## config.mk

```make
export PLATFORM = sky130hd
export DESIGN_NAME = calendar_date_difference_core
export DESIGN_NICKNAME = d
export VERILOG_FILES = /design/src/design/cdd_pkg.sv /design/src/design/calendar_date_difference_core.sv /design/src/design/cdd_day_number.sv /design/src/design/cdd_difference.sv
export SDC_FILE = /design/constraint.sdc
export NUM_CORES = 2
export LEC_CHECK = 0
export ABC_AREA = 1
export ABC_CLOCK_PERIOD_IN_PS = 5800
export BUFFER_PORTS_ARGS = -buffer_cell sky130_fd_sc_hd__buf_2
export CORE_MARGIN = 1
export CORE_UTILIZATION = 56
export DETAILED_ROUTE_END_ITERATION = 10
export PLACE_DENSITY = 0.75
export SYNTH_ARGS = -nofsm -noshare
export SYNTH_HDL_FRONTEND = slang
export SYNTH_SLANG_ARGS = --single-unit
```

## constraint.sdc

```tcl
create_clock -name clk -period 5.8 [get_ports clk]
set_input_delay 0.29 -clock clk [delete_from_list [all_inputs] [get_ports clk]]
set_output_delay 0.29 -clock clk [all_outputs]
set_load 0.03 [all_outputs]
```

## src/design/cdd_pkg.sv

```systemverilog
`default_nettype none

package cdd_pkg;

    // Field widths of the date and result ports.
    localparam int YEAR_W  = 14;
    localparam int MONTH_W = 4;
    localparam int DAY_W   = 5;
    localparam int COUNT_W = 22;

    // Largest year accepted unless the top level is told otherwise.
    localparam int YEAR_MAX_DEFAULT = 9999;

    // Day numbers of 14-bit years need one bit more than the count.
    localparam int DAYNUM_W = 23;

    // Division by 100 as a multiplication by a reciprocal; exact below 43690.
    localparam int RECIP_100   = 5243;
    localparam int RECIP_W     = 13;
    localparam int RECIP_SHIFT = 19;
    localparam int QUOT_W      = 8;
    localparam int PROD_W      = YEAR_W + RECIP_W;

    // Month-of-year offset width and the sum of the small day-number terms.
    localparam int OFFSET_W = 9;
    localparam int CORR_W   = 13;

    localparam int DAYS_PER_YEAR = 365;
    localparam int CENTURY       = 100;

    localparam logic [MONTH_W-1:0] MONTH_JAN = 4'd1;
    localparam logic [MONTH_W-1:0] MONTH_FEB = 4'd2;
    localparam logic [MONTH_W-1:0] MONTH_DEC = 4'd12;

    // Day number and validity of one date, passed to the difference stage.
    typedef struct packed {
        logic [DAYNUM_W-1:0] day_num;
        logic                ok;
    } date_info_t;

    // Length of a month in a common year; zero for a month that does not exist.
    function automatic logic [DAY_W-1:0] month_length(input logic [MONTH_W-1:0] m);
        logic [DAY_W-1:0] len;
        case (m)
            4'd1:    len = 5'd31;
            4'd2:    len = 5'd28;
            4'd3:    len = 5'd31;
            4'd4:    len = 5'd30;
            4'd5:    len = 5'd31;
            4'd6:    len = 5'd30;
            4'd7:    len = 5'd31;
            4'd8:    len = 5'd31;
            4'd9:    len = 5'd30;
            4'd10:   len = 5'd31;
            4'd11:   len = 5'd30;
            4'd12:   len = 5'd31;
            default: len = 5'd0;
        endcase
        return len;
    endfunction

    // Days from 1 March to the first of the month, the year running March to February.
    function automatic logic [OFFSET_W-1:0] month_offset(input logic [MONTH_W-1:0] m);
        logic [OFFSET_W-1:0] off;
        case (m)
            4'd3:    off = 9'd0;
            4'd4:    off = 9'd31;
            4'd5:    off = 9'd61;
            4'd6:    off = 9'd92;
            4'd7:    off = 9'd122;
            4'd8:    off = 9'd153;
            4'd9:    off = 9'd184;
            4'd10:   off = 9'd214;
            4'd11:   off = 9'd245;
            4'd12:   off = 9'd275;
            4'd1:    off = 9'd306;
            4'd2:    off = 9'd337;
            default: off = 9'd0;
        endcase
        return off;
    endfunction

endpackage

`default_nettype wire

```

## src/design/calendar_date_difference_core.sv

```systemverilog
`default_nettype none

// Channel   Handshake            Fields
// -------   ------------------   ---------------------------------------------
// input     start, busy          first_year/month/day, second_year/month/day
// result    done (one cycle)     day_count, date_error
//
// A taken item goes through the day-number stages, then the result register.
// A new item may enter in every cycle; busy is always low.
// The depth is set by the reciprocal multiplications, the leap and day checks,
// the day-number adder and the final subtraction, one register stage each.
// Reset clears only the valid bits; items in flight are dropped.
// The receiver cannot stall, so nothing in the pipeline ever waits.
module calendar_date_difference_core #(
    parameter int YEAR_MAX = cdd_pkg::YEAR_MAX_DEFAULT
) (
    input  wire logic                        clk,
    input  wire logic                        rst_n,
    input  wire logic                        start,
    output logic                             busy,
    input  wire logic [cdd_pkg::YEAR_W-1:0]  first_year,
    input  wire logic [cdd_pkg::MONTH_W-1:0] first_month,
    input  wire logic [cdd_pkg::DAY_W-1:0]   first_day,
    input  wire logic [cdd_pkg::YEAR_W-1:0]  second_year,
    input  wire logic [cdd_pkg::MONTH_W-1:0] second_month,
    input  wire logic [cdd_pkg::DAY_W-1:0]   second_day,
    output logic                             done,
    output logic [cdd_pkg::COUNT_W-1:0]      day_count,
    output logic                             date_error
);

    localparam int STAGES = 3;

    logic [STAGES-1:0] valid_reg;
    logic [STAGES-1:0] valid_next;
    logic              accept;

    cdd_pkg::date_info_t first_info;
    cdd_pkg::date_info_t second_info;

    // The pipeline never holds, so an item is taken whenever start is high.
    assign busy   = 1'b0;
    assign accept = start && !busy;

    // Valid bits travel alongside the day-number stages.
    assign valid_next = {valid_reg[STAGES-2:0], accept};

    always_ff @(posedge clk or negedge rst_n)
    begin
        if (!rst_n)
        begin
            valid_reg <= '0;
        end
        else
        begin
            valid_reg <= valid_next;
        end
    end

    cdd_day_number #(
        .YEAR_MAX (YEAR_MAX)
    ) u_first (
        .clk   (clk),
        .year  (first_year),
        .month (first_month),
        .day   (first_day),
        .info  (first_info)
    );

    cdd_day_number #(
        .YEAR_MAX (YEAR_MAX)
    ) u_second (
        .clk   (clk),
        .year  (second_year),
        .month (second_month),
        .day   (second_day),
        .info  (second_info)
    );

    cdd_difference u_diff (
        .clk         (clk),
        .rst_n       (rst_n),
        .valid       (valid_reg[STAGES-1]),
        .first_info  (first_info),
        .second_info (second_info),
        .done        (done),
        .day_count   (day_count),
        .date_error  (date_error)
    );

    // An accepted item always yields its result on done.
    assert property (@(posedge clk) disable iff (!rst_n) accept |-> ##4 done)
        else $error("accepted item produced no result on time");

    // No result appears without an earlier accepted item.
    assert property (@(posedge clk) disable iff (!rst_n) !accept |-> ##4 !done)
        else $error("result produced without an accepted item");

    // A flagged result always carries a zero count.
    assert property (@(posedge clk) disable iff (!rst_n)
                     (done && date_error) |-> (day_count == '0))
        else $error("invalid date result with non-zero count");

endmodule

`default_nettype wire

```

## src/design/cdd_day_number.sv

```systemverilog
`default_nettype none

// Three-stage pipeline that turns one date into a day number and a validity flag.
module cdd_day_number #(
    parameter int YEAR_MAX = cdd_pkg::YEAR_MAX_DEFAULT
) (
    input  wire logic                        clk,
    input  wire logic [cdd_pkg::YEAR_W-1:0]  year,
    input  wire logic [cdd_pkg::MONTH_W-1:0] month,
    input  wire logic [cdd_pkg::DAY_W-1:0]   day,
    output cdd_pkg::date_info_t              info
);

    localparam int YW = cdd_pkg::YEAR_W;
    localparam int QW = cdd_pkg::QUOT_W;
    localparam int PW = cdd_pkg::PROD_W;
    localparam int NW = cdd_pkg::DAYNUM_W;
    localparam int CW = cdd_pkg::CORR_W;
    localparam int CMP_W = 17;

    // Stage one registers.
    logic [YW-1:0]                  a_y_reg;
    logic [YW-1:0]                  a_yy_reg;
    logic [QW-1:0]                  a_qy_reg;
    logic [QW-1:0]                  a_qyy_reg;
    logic                           a_feb_reg;
    logic [cdd_pkg::DAY_W-1:0]      a_len_reg;
    logic [cdd_pkg::OFFSET_W-1:0]   a_off_reg;
    logic [cdd_pkg::DAY_W-1:0]      a_d_reg;
    logic                           a_ok_reg;

    // Stage two registers.
    logic [NW-1:0] b_mul_reg;
    logic [CW-1:0] b_corr_reg;
    logic [QW-1:0] b_sub_reg;
    logic          b_ok_reg;

    // Stage three register.
    cdd_pkg::date_info_t c_info_reg;

    logic [YW-1:0] yy_next;
    logic [PW-1:0] prod_y;
    logic [PW-1:0] prod_yy;
    logic          year_ok;
    logic          month_ok;

    logic [YW-1:0]             cent_mul;
    logic                      leap;
    logic [cdd_pkg::DAY_W-1:0] len_eff;
    logic                      day_ok;

    // Stage one: year before March, quotients by 100, table lookups, range checks.
    always_comb
    begin
        yy_next  = (month <= cdd_pkg::MONTH_FEB) ? year - YW'(1) : year;
        prod_y   = PW'(year) * PW'(cdd_pkg::RECIP_100);
        prod_yy  = PW'(yy_next) * PW'(cdd_pkg::RECIP_100);
        year_ok  = (year != '0) && (CMP_W'(year) <= CMP_W'(YEAR_MAX));
        month_ok = month inside {[cdd_pkg::MONTH_JAN:cdd_pkg::MONTH_DEC]};
    end

    always_ff @(posedge clk)
    begin
        a_y_reg   <= year;
        a_yy_reg  <= yy_next;
        a_qy_reg  <= prod_y[cdd_pkg::RECIP_SHIFT +: QW];
        a_qyy_reg <= prod_yy[cdd_pkg::RECIP_SHIFT +: QW];
        a_feb_reg <= (month == cdd_pkg::MONTH_FEB);
        a_len_reg <= cdd_pkg::month_length(month);
        a_off_reg <= cdd_pkg::month_offset(month);
        a_d_reg   <= day;
        a_ok_reg  <= year_ok && month_ok;
    end

    // Stage two: Gregorian leap rule, day check, days of whole years and small terms.
    always_comb
    begin
        cent_mul = YW'(a_qy_reg) * YW'(cdd_pkg::CENTURY);
        leap     = (a_y_reg[1:0] == 2'b00) &&
                   ((a_y_reg != cent_mul) || (a_qy_reg[1:0] == 2'b00));
        len_eff  = a_len_reg + cdd_pkg::DAY_W'(a_feb_reg && leap);
        day_ok   = (a_d_reg != '0) && (a_d_reg <= len_eff);
    end

    always_ff @(posedge clk)
    begin
        b_mul_reg  <= NW'(a_yy_reg) * NW'(cdd_pkg::DAYS_PER_YEAR);
        b_corr_reg <= CW'(a_yy_reg >> 2) + CW'(a_qyy_reg >> 2) + CW'(a_off_reg)
                      + CW'(a_d_reg);
        b_sub_reg  <= a_qyy_reg + QW'(1);
        b_ok_reg   <= a_ok_reg && day_ok;
    end

    // Stage three: the day number itself.
    always_ff @(posedge clk)
    begin
        c_info_reg.day_num <= b_mul_reg + NW'(b_corr_reg) - NW'(b_sub_reg);
        c_info_reg.ok      <= b_ok_reg;
    end

    assign info = c_info_reg;

endmodule

`default_nettype wire

```

## src/design/cdd_difference.sv

```systemverilog
`default_nettype none

// Final stage: absolute difference of two day numbers and the result register.
module cdd_difference (
    input  wire logic                        clk,
    input  wire logic                        rst_n,
    input  wire logic                        valid,
    input  wire cdd_pkg::date_info_t         first_info,
    input  wire cdd_pkg::date_info_t         second_info,
    output logic                             done,
    output logic [cdd_pkg::COUNT_W-1:0]      day_count,
    output logic                             date_error
);

    localparam int NW = cdd_pkg::DAYNUM_W;

    logic                        done_reg;
    logic [cdd_pkg::COUNT_W-1:0] count_reg;
    logic                        error_reg;

    logic [NW:0]                 fwd_diff;
    logic [NW:0]                 rev_diff;
    logic [NW-1:0]               abs_diff;
    logic                        both_ok;
    logic [cdd_pkg::COUNT_W-1:0] count_next;

    // Both differences at once; the borrow of one picks the other.
    always_comb
    begin
        fwd_diff   = {1'b0, first_info.day_num} - {1'b0, second_info.day_num};
        rev_diff   = {1'b0, second_info.day_num} - {1'b0, first_info.day_num};
        abs_diff   = fwd_diff[NW] ? rev_diff[NW-1:0] : fwd_diff[NW-1:0];
        both_ok    = first_info.ok && second_info.ok;
        count_next = both_ok ? abs_diff[cdd_pkg::COUNT_W-1:0] : '0;
    end

    // The strobe is control state; the result fields need no reset.
    always_ff @(posedge clk or negedge rst_n)
    begin
        if (!rst_n)
        begin
            done_reg <= 1'b0;
        end
        else
        begin
            done_reg <= valid;
        end
    end

    always_ff @(posedge clk)
    begin
        count_reg <= count_next;
        error_reg <= !both_ok;
    end

    assign done       = done_reg;
    assign day_count  = count_reg;
    assign date_error = error_reg;

endmodule

`default_nettype wire

```

==> impl_metrics.tcl <==
set metrics [dict create \
    yosysMostFrequentCell "inv_1" \
    clock.fmax_mhz 181.9 \
    period_share_pct 94.78 \
    synthFlopType "dfxtp_1" \
    ys_types 51 \
    worst_pin_slew_ns 0.6328 \
    period_needed_ns 5.497 \
    worstSetupStartpointType "input port" \
    synth_common_cells "inv_1, nand2_1, ha_1" \
    clk_latency_ns 0.58 \
    drive_above_1_share_pct 6.036 \
    use_met2_pct 46.79 \
    setup_viol 0 \
    antenna_found_initial 4 \
    synth_top_area_share_pct 25.04 \
    die_x_um 260.8 \
    numCtsBuffers 38 \
    synth-edff-count 0 \
    dp.final_hpwl_um 75680 \
    synth-seq-cells 291 \
    drtPass1Iterations 9 \
    violations "DRC" \
    viasPerCell 5.095 \
    grt_use_met1_pct 32.16 \
    busiest_layer "met2" \
    syn-num-nets 5814 \
    synthArstFlopShare_pct 1.375 \
    hold_class "input port to flop" \
    rows 94 \
    fp.dieArea_um2 68040 \
    start_util_pct 56.86 \
    maxCapViolations 0 \
    routabilityCongestion 0.9468 \
    track_usage_pct 26.49 \
    htreeDepth 2 \
    synth_simple_gate_area_share_pct 14.87 \
    clock_skew_ns 0.02686 \
    fillers 5704 \
    cts_root_buf "clkbuf_16" \
    nNetsFinal 6013 \
    yosys_warnings 0 \
    dpl_cell_area_um2 39320 \
    die_y_um 260.8 \
    core-area_um2 65980 \
    synth_compound_area_share_pct 7.216 \
    antenna_left 0 \
    via_count 29139 \
    hold_viol 0 \
    grt_first_pass_wirelength_um 144300 \
    grt_overflow 0 \
    worstSetupPathType "input port to flop" \
    synthesis.instances 4626 \
    synth_area_per_cell_um2 8.111 \
    io-pin-count 74 \
    end_kind "flop" \
    tritoncts "built" \
    route.detailed.drc 14 \
    synth_top_family_by_area "adder cells" \
    netlist_area_um2 37520 \
    outcome "finished with violations" \
    io_buffers 72 \
    final_cell_area_um2 41130 \
    path_max_fanout 7 \
    arrival_ns 5.99 \
    clk_pin_slew_worst_paths_ns 0.06 \
    wl_per_cell_um 15.18 \
    drt_iter0_markers 1211 \
    area_delta_synth_final_pct 9.621 \
    cts.sinks 291 \
    crit_required_ns 6.29 \
    use_met3_pct 3.584 \
    report.final.slew_viol_count 0 \
    synth_xor_area_share_pct 4.435 \
    yosysSeqAreaShare_pct 15.58 \
    cts_max_path_buffers 3 \
    synth_mux_area_share_pct 0 \
    reg2reg_slack_ns 1.00 \
    yosys.area.top_type "ha_1" \
    wirelength_um 86800 \
    first_global_vias 30317 \
    synth_area_leaders "ha_1, fa_1, dfxtp_1" \
    grt_max_degree 22 \
    synth-adder-area-share_pct 45.75 \
    slew_headroom_pct 57.22 \
]
[cell usage in the layout, fill, tap and decap left out, types with 29 or more instances in the layout]
cell type      synthesis  layout
inv_1               1173    1161
nand2_1              780     778
ha_1                 751     748
fa_1                 388     388
dfxtp_1              287     287
nor2_1               241     237
a21oi_1              233     231
nand3_1              175     175
xor2_1               140     138
o21ai_0              105     103
buf_4                  9      71
buf_2                  5      68
xnor2_1               50      50
nand4_1               43      43
clkbuf_16              0      38
dlygate4sd3_1          0      34
nor3_1                35      33
a21o_1                29      29
[logic make-up (layout without fill, tap and decap cells)]
group,after synthesis,after routing
AOI/OAI and AO/OA,473,473
DFF,291,291
xor gates and xnor gates,190,190
buffers and inverters,1199,1427
adders and majority gates,1139,1139
other,1,2
and+or+nand+nor,1333,1333
[area by class of cell]
| class | instances | area [um^2] | share of cell area [%] |
|---|---|---|---|
| clock inverters | 20 | 196.4 | 0.4776 |
| inverters | 1180 | 4444 | 10.81 |
| repair buffers | 178 | 1264 | 3.073 |
| diodes | 1 | 2.502 | 0.006084 |
| flip-flops and latches | 291 | 5846 | 14.21 |
| well taps | 864 | 1081 | 2.628 |
| clock buffers | 49 | 1072 | 2.607 |
| multi-input cells | 3136 | 27220 | 66.19 |
[path summary, 6_finish.rpt]
check,start,to,cells after the start
setup / recovery,second_year[5],u_second.a_qyy_reg[5]$_DFF_P_,28
setup reg to reg,u_first.a_qy_reg[2]$_DFF_P_,u_first.b_ok_reg$_DFF_P_,22
hold / removal,second_year[12],u_second.a_y_reg[12]$_DFF_P_,1
max in group asynchronous,rst_n,valid_reg[0]$_DFF_PN0_,2
min in group asynchronous,rst_n,valid_reg[1]$_DFF_PN0_,2
hold reg to reg,u_first.b_ok_reg$_DFF_P_,u_first.info[0]$_DFF_P_,0
[critical path: stages]
cell and delay, ns:
dlygate4sd3_1 0.55, buf_2 0.16, clkinvlp_4 0.16, ha_2 0.23
nand2_1 0.09, nor2_1 0.07, a211oi_2 0.24, xor2_1 0.16
nand2_1 0.06, o21ai_0 0.14, inv_2 0.16, fa_1 0.51
ha_1 0.34, fa_1 0.47, fa_1 0.54, inv_1 0.05
fa_1 0.53, inv_1 0.04, ha_1 0.34, nand2_1 0.10
nor2_1 0.17, nand2_1 0.07, inv_1 0.08, nand3_1 0.08
nand2_1 0.09, nor2_1 0.03, o21ai_0 0.09, xor2_1 0.16
[per-layer routing]
layer	vias up	routed length [um]
li1	14730	-
met1	13644	37010
met2	556	42640
met3	203	3436
met4	6	3669
met5	-	41
[timing repair]
| item | 4_1_cts | 5_1_grt |
|---|---|---|
| buffers inserted | 0 | 9 |
| hold endpoints to repair | 38 | 0 |
| hold buffers | 34 | 0 |
| setup endpoints to repair | 0 | 16 |
| resized for setup | 0 | 44 |
[stage by stage]
stage / cells / utilization [%] / hold WS, ns / setup TNS [ns] / setup slack, ns
finish: 5719 / 62.34 / 0.03436 / 0 / 0.3029
global route: 5718 / 62.33 / 0.02177 / -0.04122 / -0.02751
CTS: 5709 / 62.03 / 0.0002197 / 0 / 0.09204
detailed placement: 5606 / 59.59 / 0.09812 / 0 / 0.04564
global placement: 5606 / 59.59 / 0.09328 / 0 / 0.1052
floorplan: 4626 / - / -0.005591 / 0 / 0.2332
Power is left out: the tool's default activity adds up to more than one toggle a clock period on the data nets, which glitch-free logic cannot reach.
